`src/design/btr_pkg.sv`:
```
// btr_pkg: shared constants, types and helpers of the bitmap text glyph renderer
// no dependencies; imported by the row sequencer, the top level, the checker and the bench
`timescale 1ns / 1ps

package btr_pkg;

  // default geometry of the font and the layout
  localparam int CHAR_W_DEF     = 8;
  localparam int LINE_H_DEF     = 12;
  localparam int GLYPHS_DEF     = 65536;
  localparam int GLYPH_ROWS_DEF = 12;

  localparam logic [9:0] COORD_MAX  = 10'd1023;
  localparam logic [9:0] WRAP_RESET = 10'd457;
  localparam int         LINE_GAP   = 3;

  // input item modes
  localparam logic [1:0] MODE_START = 2'd0;
  localparam logic [1:0] MODE_CHAR  = 2'd1;
  localparam logic [1:0] MODE_LOAD  = 2'd2;

  // character codes with a layout meaning
  localparam logic [15:0] CODE_TAB     = 16'h0009;
  localparam logic [15:0] CODE_NL      = 16'h000a;
  localparam logic [15:0] CODE_CR      = 16'h000d;
  localparam logic [15:0] CODE_SPACE   = 16'h0020;
  localparam logic [15:0] CODE_WIDE    = 16'd256;
  localparam logic [15:0] CODE_SURR_LO = 16'd55296;

  // glyph draw request from the layout logic to the row sequencer
  typedef struct packed {
    logic        start;
    logic [15:0] code;
    logic [9:0]  x;
    logic [9:0]  y;
    logic [15:0] color;
  } glyph_req_t;

  // clamp an 11-bit coordinate sum to the screen
  function automatic logic [9:0] sat_coord(input logic [10:0] s);
    return (s > {1'b0, COORD_MAX}) ? COORD_MAX : s[9:0];
  endfunction

endpackage

```
`src/design/btr_if.sv`:
```


interface btr_out_if;
  logic        valid;
  logic        ready;
  logic [9:0]  pixel_x;
  logic [9:0]  pixel_y;
  logic [15:0] pixel_mask;
  logic [15:0] paint_color;
  logic        last_row;

  modport source (output valid, pixel_x, pixel_y, pixel_mask, paint_color, last_row,
                  input ready);
  modport sink   (input valid, pixel_x, pixel_y, pixel_mask, paint_color, last_row,
                  output ready);
endinterface

```
`src/design/btr_row_seq.sv`:
```
// btr_row_seq: walks the rows of one glyph through the font store and
// delivers them on the result channel; uses btr_pkg and btr_out_if
`timescale 1ns / 1ps

module btr_row_seq #(
  parameter int GLYPH_ROWS = btr_pkg::GLYPH_ROWS_DEF,
  parameter int AW         = 20
) (
  input  logic                clk,
  input  logic                rst,
  input  btr_pkg::glyph_req_t req,
  output logic                busy,
  output logic                rd_en,
  output logic [AW-1:0]       rd_addr,
  input  logic [15:0]         rd_data,
  btr_out_if.source           out_ch
);
  import btr_pkg::*;

  localparam int ROW_W = (GLYPH_ROWS > 1) ? $clog2(GLYPH_ROWS) : 1;
  localparam logic [ROW_W-1:0] ROW_LAST = ROW_W'(GLYPH_ROWS - 1);

  logic [ROW_W-1:0] row_cnt;
  logic [9:0]       row_y;
  logic [9:0]       g_x;
  logic [15:0]      g_color;

  // read stage: position fields that travel with the pending read
  logic        p1_valid;
  logic [9:0]  p1_x;
  logic [9:0]  p1_y;
  logic [15:0] p1_color;
  logic        p1_last;

  logic issue;
  logic out_load;

  assign out_load = p1_valid && (!out_ch.valid || out_ch.ready);
  assign issue    = busy && (!p1_valid || out_load);
  assign rd_en    = issue;

  // row counter and read address
  always_ff @(posedge clk) begin
    if (rst) begin
      busy <= 1'b0;
    end else if (req.start) begin
      busy    <= 1'b1;
      row_cnt <= '0;
      rd_addr <= AW'(req.code * GLYPH_ROWS);
      row_y   <= req.y;
      g_x     <= req.x;
      g_color <= req.color;
    end else if (issue) begin
      row_cnt <= row_cnt + 1'b1;
      rd_addr <= rd_addr + 1'b1;
      row_y   <= sat_coord({1'b0, row_y} + 11'd1);
      if (row_cnt == ROW_LAST) begin
        busy <= 1'b0;
      end
    end
  end

  // read stage tracks the font row on its way out of memory
  always_ff @(posedge clk) begin
    if (rst) begin
      p1_valid <= 1'b0;
    end else if (issue) begin
      p1_valid <= 1'b1;
    end else if (out_load) begin
      p1_valid <= 1'b0;
    end
    if (issue) begin
      p1_x     <= g_x;
      p1_y     <= row_y;
      p1_color <= g_color;
      p1_last  <= (row_cnt == ROW_LAST);
    end
  end

  // output register holds a row until the transaction completes
  always_ff @(posedge clk) begin
    if (rst) begin
      out_ch.valid <= 1'b0;
    end else if (out_load) begin
      out_ch.valid <= 1'b1;
    end else if (out_ch.ready) begin
      out_ch.valid <= 1'b0;
    end
    if (out_load) begin
      out_ch.pixel_x     <= p1_x;
      out_ch.pixel_y     <= p1_y;
      out_ch.pixel_mask  <= rd_data;
      out_ch.paint_color <= p1_color;
      out_ch.last_row    <= p1_last;
    end
  end

endmodule

```
`src/flat_wrapper.sv`:
```
// flat-port wrapper written by rule: the top's interface ports become plain ports
module btr_row_seq_flat import btr_pkg::*;
#(
  parameter int GLYPH_ROWS = btr_pkg::GLYPH_ROWS_DEF,
  parameter int AW         = 20
)
  (clk, rst, req, busy, rd_en, rd_addr, rd_data, out_ch_valid, out_ch_pixel_x, out_ch_pixel_y, out_ch_pixel_mask, out_ch_paint_color, out_ch_last_row, out_ch_ready);
  btr_out_if out_ch_i ();
  input  logic clk;
  input  logic rst;
  input  btr_pkg::glyph_req_t req;
  output logic busy;
  output logic rd_en;
  output logic [AW-1:0] rd_addr;
  input  logic [15:0] rd_data;
  output wire logic [$bits(out_ch_i.valid)-1:0] out_ch_valid;
  output wire logic [$bits(out_ch_i.pixel_x)-1:0] out_ch_pixel_x;
  output wire logic [$bits(out_ch_i.pixel_y)-1:0] out_ch_pixel_y;
  output wire logic [$bits(out_ch_i.pixel_mask)-1:0] out_ch_pixel_mask;
  output wire logic [$bits(out_ch_i.paint_color)-1:0] out_ch_paint_color;
  output wire logic [$bits(out_ch_i.last_row)-1:0] out_ch_last_row;
  input wire logic [$bits(out_ch_i.ready)-1:0] out_ch_ready;
  assign out_ch_valid = out_ch_i.valid;
  assign out_ch_pixel_x = out_ch_i.pixel_x;
  assign out_ch_pixel_y = out_ch_i.pixel_y;
  assign out_ch_pixel_mask = out_ch_i.pixel_mask;
  assign out_ch_paint_color = out_ch_i.paint_color;
  assign out_ch_last_row = out_ch_i.last_row;
  assign out_ch_i.ready = out_ch_ready;
  btr_row_seq #(.GLYPH_ROWS(GLYPH_ROWS), .AW(AW)) u_core (.clk(clk), .rst(rst), .req(req), .busy(busy), .rd_en(rd_en), .rd_addr(rd_addr), .rd_data(rd_data), .out_ch(out_ch_i));
endmodule
```
`config.mk`:
```
export PLATFORM = sky130hd
export DESIGN_NAME = btr_row_seq_flat
export DESIGN_NICKNAME = d
export VERILOG_FILES = /design/src/design/btr_pkg.sv /design/src/design/btr_if.sv /design/src/design/btr_row_seq.sv /design/src/flat_wrapper.sv
export SDC_FILE = /design/constraint.sdc
export NUM_CORES = 1
export LEC_CHECK = 0
export ABC_AREA = 0
export BUFFER_PORTS_ARGS = -buffer_cell sky130_fd_sc_hd__buf_4
export CORE_ASPECT_RATIO = 1.75
export CORE_MARGIN = 2
export CORE_UTILIZATION = 24
export DETAILED_ROUTE_END_ITERATION = 12
export GPL_TIMING_DRIVEN = 0
export MAX_ROUTING_LAYER = met4
export SLEW_MARGIN = 20
export SYNTH_ARGS = -nofsm -noshare
export SYNTH_HDL_FRONTEND = slang
export SYNTH_SLANG_ARGS = --single-unit
export TNS_END_PERCENT = 10
```
`constraint.sdc`:
```
create_clock -name clk -period 4.5 [get_ports clk]
set_input_delay 1.35 -clock clk [delete_from_list [all_inputs] [get_ports clk]]
set_output_delay 1.35 -clock clk [all_outputs]
set_load 0.02 [all_outputs]
```
**After elaboration in Yosys (flattened, before gate mapping)**

Cells that the tools add are included.

- Add/sub/neg operators: 3
- Multiply operators: 1
- Mux-type cells: 13
- Bitwise gates (word level): 1
- Equal/unequal tests: 1
- $lt $le $gt $ge: 1
- Reductions and logical operators: 13

Operator list:

| operator | number |
|---|---|
| $mux W20 | 2 |
| $mux W10 | 3 |
| $add A20 B1 Y20 const B | 1 |
| $mul A16 B2 Y18 const B | 1 |
| $add A10 B1 Y11 const B | 1 |
| $gt A11 B10 Y1 const B | 1 |
| $reduce_bool A2 Y1 | 4 |
| $mux W1 | 7 |
| $reduce_and A2 Y1 | 3 |
| $add A4 B1 Y4 const B | 1 |
| $eq A4 B4 Y1 const B | 1 |
| $mux W4 | 1 |
| $logic_and A1 B1 Y1 | 2 |
| $logic_not A1 Y1 | 2 |
| $logic_or A1 B1 Y1 | 2 |
| $not A1 Y1 | 1 |

- Register bits after elaboration: 153
- Input port bits: 72
- Output and inout port bits: 76
- Word-level logic and storage cells: 51

**Logic depth before layout (Yosys ltp)**

Gate-level depths: netlist of the first run.

- Word-level depth: 7
- Depth in mapped cells: 8
- Mapped depth without buffers: 8

**Least setup slack after synthesis of the first run**

No wires, ideal clock.

- Kind: input to register
- Start: in out_ch_ready
- End: reg u_core.rd_addr[0], enable pin
- Arrival: 4107 ps
- Required time: 4075 ps
- Library setup time: 425 ps
- Path buffers: 0
- Cell stages on the path: 5
- Path slack: -32 ps
- Cell sequence: nor2b_1 -> nand2_1 -> and2_1 -> nor2_1 -> nor2_1

- Longest elaborated chain between the ends: 6

Ends and longest elaborated chain:

| item | line | source |
|---|---|---|
| start: declaration | flat_wrapper.sv:22 | `input wire logic [$bits(out_ch_i.ready)-1:0] out_ch_ready;` |
| $logic_or A1 B1 Y1 | btr_row_seq.sv:38 | `assign out_load = p1_valid && (!out_ch.valid \|\| out_ch.ready);` |
| $logic_and A1 B1 Y1 | btr_row_seq.sv:38 |  |
| $logic_or A1 B1 Y1 | btr_row_seq.sv:39 | `assign issue = busy && (!p1_valid \|\| out_load);` |
| $logic_and A1 B1 Y1 | btr_row_seq.sv:39 |  |
| via rd_en | flat_wrapper.sv:13 | `output logic rd_en;` |
| $reduce_bool A2 Y1 (no line) | n/a |  |
| $reduce_and A2 Y1 (no line) | n/a |  |
| end signal: assignment | btr_row_seq.sv:49 | `rd_addr <= AW'(req.code * GLYPH_ROWS);` |
| end signal: assignment | btr_row_seq.sv:55 | `rd_addr <= rd_addr + 1'b1;` |
| end: declaration | btr_row_seq.sv:14 | `output logic [AW-1:0] rd_addr,` |

The timed path passes the listed nets, and every way through them passes these cells.
A chain may end at the register's enable or synchronous reset.

**Final worst setup path of the first run**

- Start: in out_ch_ready
- End: out rd_en

- Longest elaborated chain between the ends: 4

Ends and longest elaborated chain:

| item | line |
|---|---|
| $logic_or A1 B1 Y1 | btr_row_seq.sv:38 |
| $logic_and A1 B1 Y1 | btr_row_seq.sv:38 |
| $logic_or A1 B1 Y1 | btr_row_seq.sv:39 |
| $logic_and A1 B1 Y1 | btr_row_seq.sv:39 |
| end: declaration | flat_wrapper.sv:13 |

No other way between the ends.

==> results of run 1 <==
worst reg2reg max path, cell delays in order (launching register included):
cell      delay, ns
edfxtp_1       0.51
ha_1           0.29
nand3_1        0.15
nor2_1         0.11
a31oi_1        0.50
inv_1          0.13
a31oi_1        0.31
a32oi_1        0.15
through the flow:
step                      setup WS (ns)   util  std cells
after floorplan                   0.238      -        412
after global placement           -0.861  0.301        878
after detailed placement          0.444  0.305        881
after CTS                         0.438  0.327        913
after global routing              0.375  0.327        913
final                             0.466  0.327        913
cell families after synthesis:
kind of cell             count (synthesis)  share of synthesized area
buffers and inverters                   15                    0.00920
multiplexers                             3                    0.00480
flip-flops                             153                      0.730
adder cells (fa/ha/maj)                 22                     0.0452
XOR/XNOR                                37                     0.0518
AO/OA/AOI/OAI                           71                     0.0736
AND/OR/NAND/NOR                        111                     0.0856
flip-flops by register name, indices dropped and copies added (netlist names), 16 cells and up:
signal	flops
u_core.rd_addr	20
u_core.g_color	16
u_core.out_ch.paint_color	16
u_core.out_ch.pixel_mask	16
u_core.p1_color	16
how the worst max path moves through the flow:
stage                 startpoint                            end  slack (ns)
floorplan           out_ch_ready         u_core.out_ch.last_row        0.24
global placement    out_ch_ready  u_core.out_ch.paint_color[14]       -0.86
detailed placement  out_ch_ready                          rd_en        0.44
CTS                 out_ch_ready                          rd_en        0.44
global route        out_ch_ready                          rd_en        0.38
finish              out_ch_ready                          rd_en        0.47
cell type report:
class | count | area share
sequential | 153 | 0.542
multi-input combinational | 244 | 0.197
timing repair buffer | 149 | 0.139
clock buffer | 18 | 0.0510
tap | 320 | 0.0476
clock inverter | 14 | 0.0166
buffer | 8 | 0.00372
inverter | 7 | 0.00312
cells in the mapped netlist, drive strengths merged, types with 2 or more instances:
library cell / count
a211o: 2
a21o: 8
a21oi: 22
a31o: 2
a31oi: 7
and3: 5
clkbuf: 8
dfxtp: 3
edfxtp: 150
ha: 21
inv: 7
mux2i: 3
nand2: 33
nand2b: 3
nand3: 13
nand3b: 2
nand4: 6
nor2: 26
nor2b: 11
nor3: 4
nor4: 3
o211ai: 2
o21ai: 18
o21bai: 2
or3: 3
xnor2: 18
xor2: 19
power by group through the flow:
| stage | Combinational, mW | Clock, mW | Sequential, mW |
|---|---|---|---|
| 2_1_floorplan | 0.171 | 0 | 1.78 |
| 3_3_place_gp | 0.367 | 0 | 1.75 |
| 3_5_place_dp | 0.384 | 0 | 1.75 |
| 4_1_cts | 0.386 | 1.42 | 1.72 |
| 5_1_grt | 0.417 | 1.47 | 1.73 |
| 6_report | 0.378 | 1.37 | 1.72 |
metal layers:
layer  routed length [um]  global-route usage  vias to the layer above
li1                     -                   -                     1899
met1                 5190               0.105                     1849
met2                 7400               0.186                      119
met3                  684              0.0260                       24
met4                  357              0.0560                        0
met5                    0                   -                        -
==> reports/summary.md, run 1 <==
### Worst hold path
* **end point of the worst hold path** u_core.p1_color[7]
* **type of the tightest min-delay check** flop to flop
* **cell count of the worst hold path** 0
* **Hold Crit Start** u_core.g_color[7]

### Die
* **Die H** 218 um
* **I/O Pins** 148
* **cell row count** 78
* **Die Span X** 126 um
* **CORE AREA** 25800 um2
* **area of the die** 27400 um2
* **Initial Utilization** 0.243

### CTS
* **Sinks on Clock Net** 153
* **number of buffers inserted by hold repair at cts** 0
* **number of resized instances in the post-cts repair step** 0
* **clock tree root buffer cell** clkbuf_16
* **clock-pin slew reported for the worst setup and hold paths after clock tree synthesis** 0.06 ns
* **Max H-tree Level** 4
* **Skew-Pair Late Insertion Delay** 0.43 ns
* **Longest Clk Path Bufs** 2
* **setup repair bufs after CTS** 0
* **total CTS buffers** 17
* **CTS tree** built

### STA
* **final critical-path share of the clock period** 0.896
* **Worst slew margin** 0.491
* **final number of hold-violating endpoints** 0
* **number of max-slew violations in the final report** 0
* **Max Clock Freq** 248 MHz
* **pin slew with the least headroom to its limit** 0.762 ns
* **final worst clock skew** 0.00906 ns
* **setup repair after global routing missed its margin** false
* **Setup TNS Final** 0 ns
* **shortest period the worst path allows** 4.03 ns
* **number of failing setup endpoints in the final timing report** 0
* **final hold slack** 0.414 ns

### Pwr
* **Internal** 2.62 mW
* **proportion of power drawn by combinational gates** 0.109
* **net switching power of the design** 851 uW
* **Leak Pwr** 3.16 nW
* **power density of the placed cells** 412 nW/um2
* **Clock power frac** 0.396
* **worst vdd rail ir drop** 0.000268 V
* **switching share of total power** 0.245
* **post-route total power** 3.47 mW
* **power share of the sequential group** 0.495

### Worst setup path
* **highest-delay cell along the critical path** and2_2
* **instance count on the critical path** 6
* **Reg2Reg Depth** 7
* **critical path buffer and inverter count** 3
* **capture instance of the worst register-to-register path** u_core.row_y[2]
* **startpoint type of the worst setup path** input port
* **largest fanout on the critical path** 23
* **kind of cell with the highest combined delay on the critical path** simple AND/OR/NAND/NOR gates
* **delay of the slowest cell on the worst path** 0.37 ns
* **worst-case register-to-register setup slack** 2.08 ns
* **Data required, critical path** 3.15 ns
* **cell type with the highest occurrence count on the critical path** buf_4
* **arrival time at the worst endpoint** 2.68 ns
* **crit end category** output port
* **launch point of the worst reg-to-reg path** u_core.row_y[0]
* **worst setup path category** input port to output port
* **cell breakdown of the critical path** buf_4, nor2b_1, nand2_1, and2_2, buf_16, buf_4

### Finish
* **most frequent standard cell in the layout excluding fill and tap cells** edfxtp_1
* **most frequent cells in the layout** edfxtp_1, buf_4, nand2_1
* **final cell area excluding filler cells** 8420 um2
* **number of filler instances in the final layout** 2604
* **area added between synthesis and finish** 34.6%
* **number of nets in the finished design** 674
* **share of cells above drive strength 1** 0.325
* **register area** 4560 um2
* **number of diodes added for antenna fixing** 0
* **total area of multi-input combinational cells** 1660 um2

### Logic synthesis
* **Synth Cell Area** 6250 um2
* **share of flip-flops with an asynchronous set or reset after synthesis** 0
* **area share of the largest cell type after synthesis** 0.720
* **Mean Syn Cell Area** 15.2 um2
* **share of the yosys chip area belonging to registers** 0.730
* **number of synthesis warnings** 0
* **cells taking the most area after synthesis** edfxtp_1, ha_1, xor2_1
* **dominant synthesized flop cell** edfxtp_1
* **number of standard cells after synthesis** 412
* **number of synthesized register bits** 153
* **Post-synth EDFFs** 150
* **number of distinct library cells after synthesis** 44
* **library cell occupying the most area in the post-synthesis netlist** edfxtp_1
* **number of nets in the synthesized netlist** 506

### Route
* **DRT iter0 DRCs** 171
* **routed len/inst** 14.9 um
* **total number of vias** 3891
* **Via-to-Cell Ratio** 4.26
* **iteration count of the initial detailed-routing pass** 4
* **# DRC** 0
* **routed wire length** 13600 um
* **antenna viol nets, final** 0

### GRT
* **wire length of the first global-routing pass** 21000 um
* **via count of the first global-routing pass** 3924
* **overall fraction of global-route tracks in use** 0.105
* **total overflow reported by the global router** 0
* **antenna violations before repair** 0
* **largest net degree at the start of global routing** 29

### Placement
* **Placed Instance Area** 7850 um2
* **final weighted congestion in routability-driven placement** 0.866
* **input/output buffers** 146
* **half-perimeter wire length after detailed placement** 10200 um

### Flow run
* **number of max-cap violations** 0

### Run status
* **status** completed

Note: power is estimated with default switching activity, not from simulation.
==> run 2: changes to the inputs <==
==> constraint.sdc (replaced) <==
create_clock -name clk -period 3.5 [get_ports clk]
set_input_delay 1.05 -clock clk [delete_from_list [all_inputs] [get_ports clk]]
set_output_delay 1.05 -clock clk [all_outputs]
set_load 0.02 [all_outputs]
==> reports/summary.md, run 2 (synthesis gave the netlist of run 1 again) <==
### Run status
* **status** completed

### STA
* **Setup TNS Final** 0 ns
* **number of failing setup endpoints in the final timing report** 0
* **final number of hold-violating endpoints** 0
* **shortest period the worst path allows** 3.26 ns
* **Worst slew margin** 0.501
* **number of max-slew violations in the final report** 0
* **setup repair after global routing missed its margin** false
* **Max Clock Freq** 307 MHz
* **pin slew with the least headroom to its limit** 0.747 ns
* **final critical-path share of the clock period** 0.930
* **final worst clock skew** 0.00795 ns
* **final hold slack** 0.414 ns

### Route
* **# DRC** 0
* **total number of vias** 3864
* **routed len/inst** 14.8 um
* **iteration count of the initial detailed-routing pass** 6
* **DRT iter0 DRCs** 193
* **antenna viol nets, final** 0
* **routed wire length** 13500 um
* **Via-to-Cell Ratio** 4.24

### Die
* **I/O Pins** 148
* **CORE AREA** 25800 um2
* **Die Span X** 126 um
* **cell row count** 78
* **Initial Utilization** 0.243
* **Die H** 218 um
* **area of the die** 27400 um2

### Worst setup path
* **Reg2Reg Depth** 7
* **arrival time at the worst endpoint** 2.21 ns
* **capture instance of the worst register-to-register path** u_core.row_y[2]
* **delay of the slowest cell on the worst path** 0.34 ns
* **largest fanout on the critical path** 39
* **worst-case register-to-register setup slack** 1.04 ns
* **highest-delay cell along the critical path** and2_4
* **cell breakdown of the critical path** buf_4, nor2b_1, nand2_1, and2_4, buf_4
* **critical path buffer and inverter count** 2
* **first element of the critical path** out_ch_ready
* **instance count on the critical path** 5
* **Data required, critical path** 2.45 ns
* **startpoint type of the worst setup path** input port
* **cell type with the highest occurrence count on the critical path** buf_4
* **kind of cell with the highest combined delay on the critical path** simple AND/OR/NAND/NOR gates
* **worst setup path endpoint** rd_en
* **launch point of the worst reg-to-reg path** u_core.row_y[0]
* **crit end category** output port
* **worst setup path category** input port to output port

### GRT
* **total overflow reported by the global router** 0
* **via count of the first global-routing pass** 3846
* **overall fraction of global-route tracks in use** 0.104
* **antenna violations before repair** 0
* **largest net degree at the start of global routing** 40
* **wire length of the first global-routing pass** 20900 um

### CTS
* **Skew-Pair Late Insertion Delay** 0.42 ns
* **Max H-tree Level** 4
* **setup repair bufs after CTS** 0
* **clock tree root buffer cell** clkbuf_16
* **CTS tree** built
* **Longest Clk Path Bufs** 2
* **clock-pin slew reported for the worst setup and hold paths after clock tree synthesis** 0.06 ns
* **Sinks on Clock Net** 153
* **total CTS buffers** 17

### Finish
* **share of cells above drive strength 1** 0.321
* **most frequent cells in the layout** edfxtp_1, buf_4, nand2_1
* **number of nets in the finished design** 673
* **flip-flop count of the largest register, all copies and words added** 20
* **number of diodes added for antenna fixing** 0
* **area added between synthesis and finish** 34.8%
* **most frequent standard cell in the layout excluding fill and tap cells** edfxtp_1
* **register with the highest flop count** u_core.rd_addr

### Placement
* **input/output buffers** 146
* **final weighted congestion in routability-driven placement** 0.860
* **half-perimeter wire length after detailed placement** 10000 um

### Pwr
* **Leak Pwr** 3.17 nW
* **power density of the placed cells** 542 nW/um2
* **worst vdd rail ir drop** 0.000347 V

### Worst hold path
* **type of the tightest min-delay check** flop to flop

### Flow run
* **number of max-cap violations** 0

## run 2: cell count changes in the layout (fill, tap and decap cells not counted), sizes merged
cell	before	now
clkbuf	26	30
inv	13	10
bufinv	1	3
clkinv	4	2
buf	149	148
clkinvlp	3	2
## run 2: cell type report
cell class,instances,area (um2)
Tap cell,320,400
Inverter,7,26.3
Fill cell,2573,17300
Clock buffer,22,464
Timing Repair Buffer,148,1140
Clock inverter,10,141
Sequential cell,153,4560
Buffer,8,31.3
Multi-Input combinational cell,244,1660
## run 2: repair_timing
| item | in CTS | in global routing |
|---|---|---|
| hold endpoints to repair | 0 | 0 |
| hold buffers | 0 | 0 |
| gates resized for setup | 1 | 0 |
| endpoints found under the setup margin | 1 | 0 |
## run 2: routing by layer
| metal | vias to the layer above | track usage | routed length [um] |
|---|---|---|---|
| li1 | 1892 | - | - |
| met1 | 1832 | 0.107 | 5120 |
| met2 | 124 | 0.180 | 7370 |
| met3 | 16 | 0.0319 | 740 |
| met4 | 0 | 0.0469 | 292 |
| met5 | - | - | 0 |
## run 2: worst min path at each step
| stage | startpoint | endpoint | slack, ns | depth (start not counted) |
|---|---|---|---|---|
| after CTS | u_core.p1_color[11] | u_core.out_ch.paint_color[11] | 0.42 | 0 |
| after floorplan | u_core.p1_last | u_core.out_ch.last_row | 0.40 | 0 |
| after global placement | u_core.g_color[6] | u_core.p1_color[6] | 0.40 | 0 |
| final | u_core.p1_color[6] | u_core.out_ch.paint_color[6] | 0.41 | 0 |
| after global routing | u_core.p1_y[3] | u_core.out_ch.pixel_y[3] | 0.42 | 0 |
| after detailed placement | u_core.p1_color[14] | u_core.out_ch.paint_color[14] | 0.40 | 0 |
## run 2: through the flow
| stage | utilization | setup WS (ns) | power [mW] | cell area (um2) | std cells |
|---|---|---|---|---|---|
| finish | 0.327 | 0.245 | 4.57 | 8430 | 912 |
| global route | 0.327 | 0.130 | 4.77 | 8430 | 912 |
| CTS | 0.327 | 0.237 | 4.64 | 8430 | 912 |
| detailed placement | 0.304 | -0.00441 | 2.74 | 7820 | 880 |
| global placement | 0.301 | -0.772 | 2.72 | 7760 | 878 |
| floorplan | - | 0.247 | 2.51 | 6260 | 412 |
## run 2: power by group
group	leakage, nW	internal, mW	switching (mW)
sequential	1.44	2.15	0.0570
clock	0.292	1.16	0.714
combinational	1.44	0.215	0.265
==> run 3: changes to the inputs <==
--- a/config.mk
+++ b/config.mk
@@ -7,12 +7,15 @@
 export LEC_CHECK = 0
 export ABC_AREA = 0
 export BUFFER_PORTS_ARGS = -buffer_cell sky130_fd_sc_hd__buf_4
+export CELL_PAD_IN_SITES_DETAIL_PLACEMENT = 2
+export CELL_PAD_IN_SITES_GLOBAL_PLACEMENT = 2
 export CORE_ASPECT_RATIO = 1.75
 export CORE_MARGIN = 2
 export CORE_UTILIZATION = 24
 export DETAILED_ROUTE_END_ITERATION = 12
 export GPL_TIMING_DRIVEN = 0
 export MAX_ROUTING_LAYER = met4
+export PLACE_DENSITY_LB_ADDON = 0.1
 export SLEW_MARGIN = 20
 export SYNTH_ARGS = -nofsm -noshare
 export SYNTH_HDL_FRONTEND = slang
==> reports/summary.md, run 3 (synthesis gave the netlist of run 1 again) <==
### Run status
* **status** completed

### Placement
* **worst setup slack after placement** -0.0409 ns
* **placed cells** 882
* **input/output buffers** 146
* **Placed Instance Area** 7880 um2
* **final weighted congestion in routability-driven placement** 0.769
* **half-perimeter wire length after detailed placement** 12200 um

### Route
* **# DRC** 0
* **routed len/inst** 17.5 um
* **Via-to-Cell Ratio** 4.35
* **DRT iter0 DRCs** 130
* **routed wire length** 16000 um
* **total number of vias** 3978
* **antenna viol nets, final** 0
* **iteration count of the initial detailed-routing pass** 4

### GRT
* **total overflow reported by the global router** 0
* **largest net degree at the start of global routing** 40
* **antenna violations before repair** 0
* **wire length of the first global-routing pass** 24700 um
* **overall fraction of global-route tracks in use** 0.122
* **via count of the first global-routing pass** 4350

### Finish
* **number of diodes added for antenna fixing** 0
* **most frequent cells in the layout** edfxtp_1, buf_4, nand2_1
* **number of nets in the finished design** 675
* **final cell area excluding filler cells** 8450 um2
* **flip-flop count of the largest register, all copies and words added** 20
* **post-route non-filler standard cell count** 914
* **most frequent standard cell in the layout excluding fill and tap cells** edfxtp_1
* **area added between synthesis and finish** 35.0%
* **register with the highest flop count** u_core.rd_addr
* **share of cells above drive strength 1** 0.325

### CTS
* **CTS tree** built
* **Max H-tree Level** 4
* **clock tree root buffer cell** clkbuf_16
* **Longest Clk Path Bufs** 2
* **number of resized instances in the post-cts repair step** 1
* **clock-pin slew reported for the worst setup and hold paths after clock tree synthesis** 0.06 ns
* **Skew-Pair Late Insertion Delay** 0.42 ns
* **number of buffers inserted by hold repair at cts** 0
* **setup repair bufs after CTS** 0
* **total CTS buffers** 17
* **Sinks on Clock Net** 153

### STA
* **Max Clock Freq** 308 MHz
* **setup repair after global routing missed its margin** false
* **Setup TNS Final** 0 ns
* **shortest period the worst path allows** 3.25 ns
* **Worst slew margin** 0.571
* **final critical-path share of the clock period** 0.929
* **worst setup slack after layout** 0.249 ns
* **final worst clock skew** 0.00806 ns
* **pin slew with the least headroom to its limit** 0.638 ns
* **number of failing setup endpoints in the final timing report** 0
* **number of max-slew violations in the final report** 0
* **final number of hold-violating endpoints** 0

### Die
* **area of the die** 27400 um2
* **CORE AREA** 25800 um2
* **Initial Utilization** 0.243
* **I/O Pins** 148
* **Die H** 218 um
* **cell row count** 78
* **Die Span X** 126 um

### Worst setup path
* **worst setup path category** input port to output port
* **crit end category** output port
* **largest fanout on the critical path** 39
* **Data required, critical path** 2.45 ns
* **startpoint type of the worst setup path** input port
* **arrival time at the worst endpoint** 2.20 ns

### Worst hold path
* **type of the tightest min-delay check** flop to flop

### Pwr
* **power density of the placed cells** 529 nW/um2
* **worst vdd rail ir drop** 0.000301 V
* **post-route total power** 4.47 mW
* **Leak Pwr** 3.17 nW

### Flow run
* **number of max-cap violations** 0

==> run 3: cell count changes in the layout (fill, tap and decap cells not counted) <==
cell and delta:
buf_16 +2, bufinv_16 -2, clkbuf_1 -1, clkbuf_8 +1, clkinv_2 +1, clkinvlp_4 +2
inv_6 -1
==> run 3: area by class of cell <==
cell class	count	area [um2]
Buffer	8	31.3
Multi-Input combinational cell	244	1660
Sequential cell	153	4560
Timing Repair Buffer	150	1200
Clock buffer	22	474
Tap cell	320	400
Inverter	7	26.3
Fill cell	2714	17300
Clock inverter	10	92.6
==> run 3: path summary, 6_finish.rpt <==
kind / from / end / slack, ns / depth (start not counted)
hold reg to reg: u_core.g_color[15] / u_core.p1_color[15] / 0.41 / 0
hold / removal: u_core.g_color[15] / u_core.p1_color[15] / 0.41 / 0
setup reg to reg: u_core.row_y[0] / u_core.row_y[2] / 0.99 / 7
setup / recovery: out_ch_ready / rd_en / 0.25 / 5
==> run 3: worst max-delay path, cell delays in order <==
cell and delay (ns):
buf_4 0.11, nor2b_1 0.31, nand2_1 0.13, and2_4 0.35
buf_4 0.24
==> run 3: metal layers <==
layer	track usage	vias to the layer above	routed length, um
li1	-	1893	-
met1	0.120	1962	5800
met2	0.231	109	9200
met3	0.0272	14	706
met4	0.0476	0	268
met5	-	-	0
==> run 3: through the flow <==
step	util	hold slack, ns
5_1_grt	0.328	0.418
4_1_cts	0.328	0.418
2_1_floorplan	-	0.400
3_5_place_dp	0.306	0.405
3_3_place_gp	0.301	0.400
6_report	0.328	0.413
==> run 3: power by group <==
| part | switching (mW) | internal, mW | leakage (nW) |
|---|---|---|---|
| clock | 0.722 | 1.03 | 0.269 |
| sequential | 0.0600 | 2.15 | 1.44 |
| combinational | 0.277 | 0.222 | 1.47 |
| total | 1.06 | 3.41 | 3.17 |
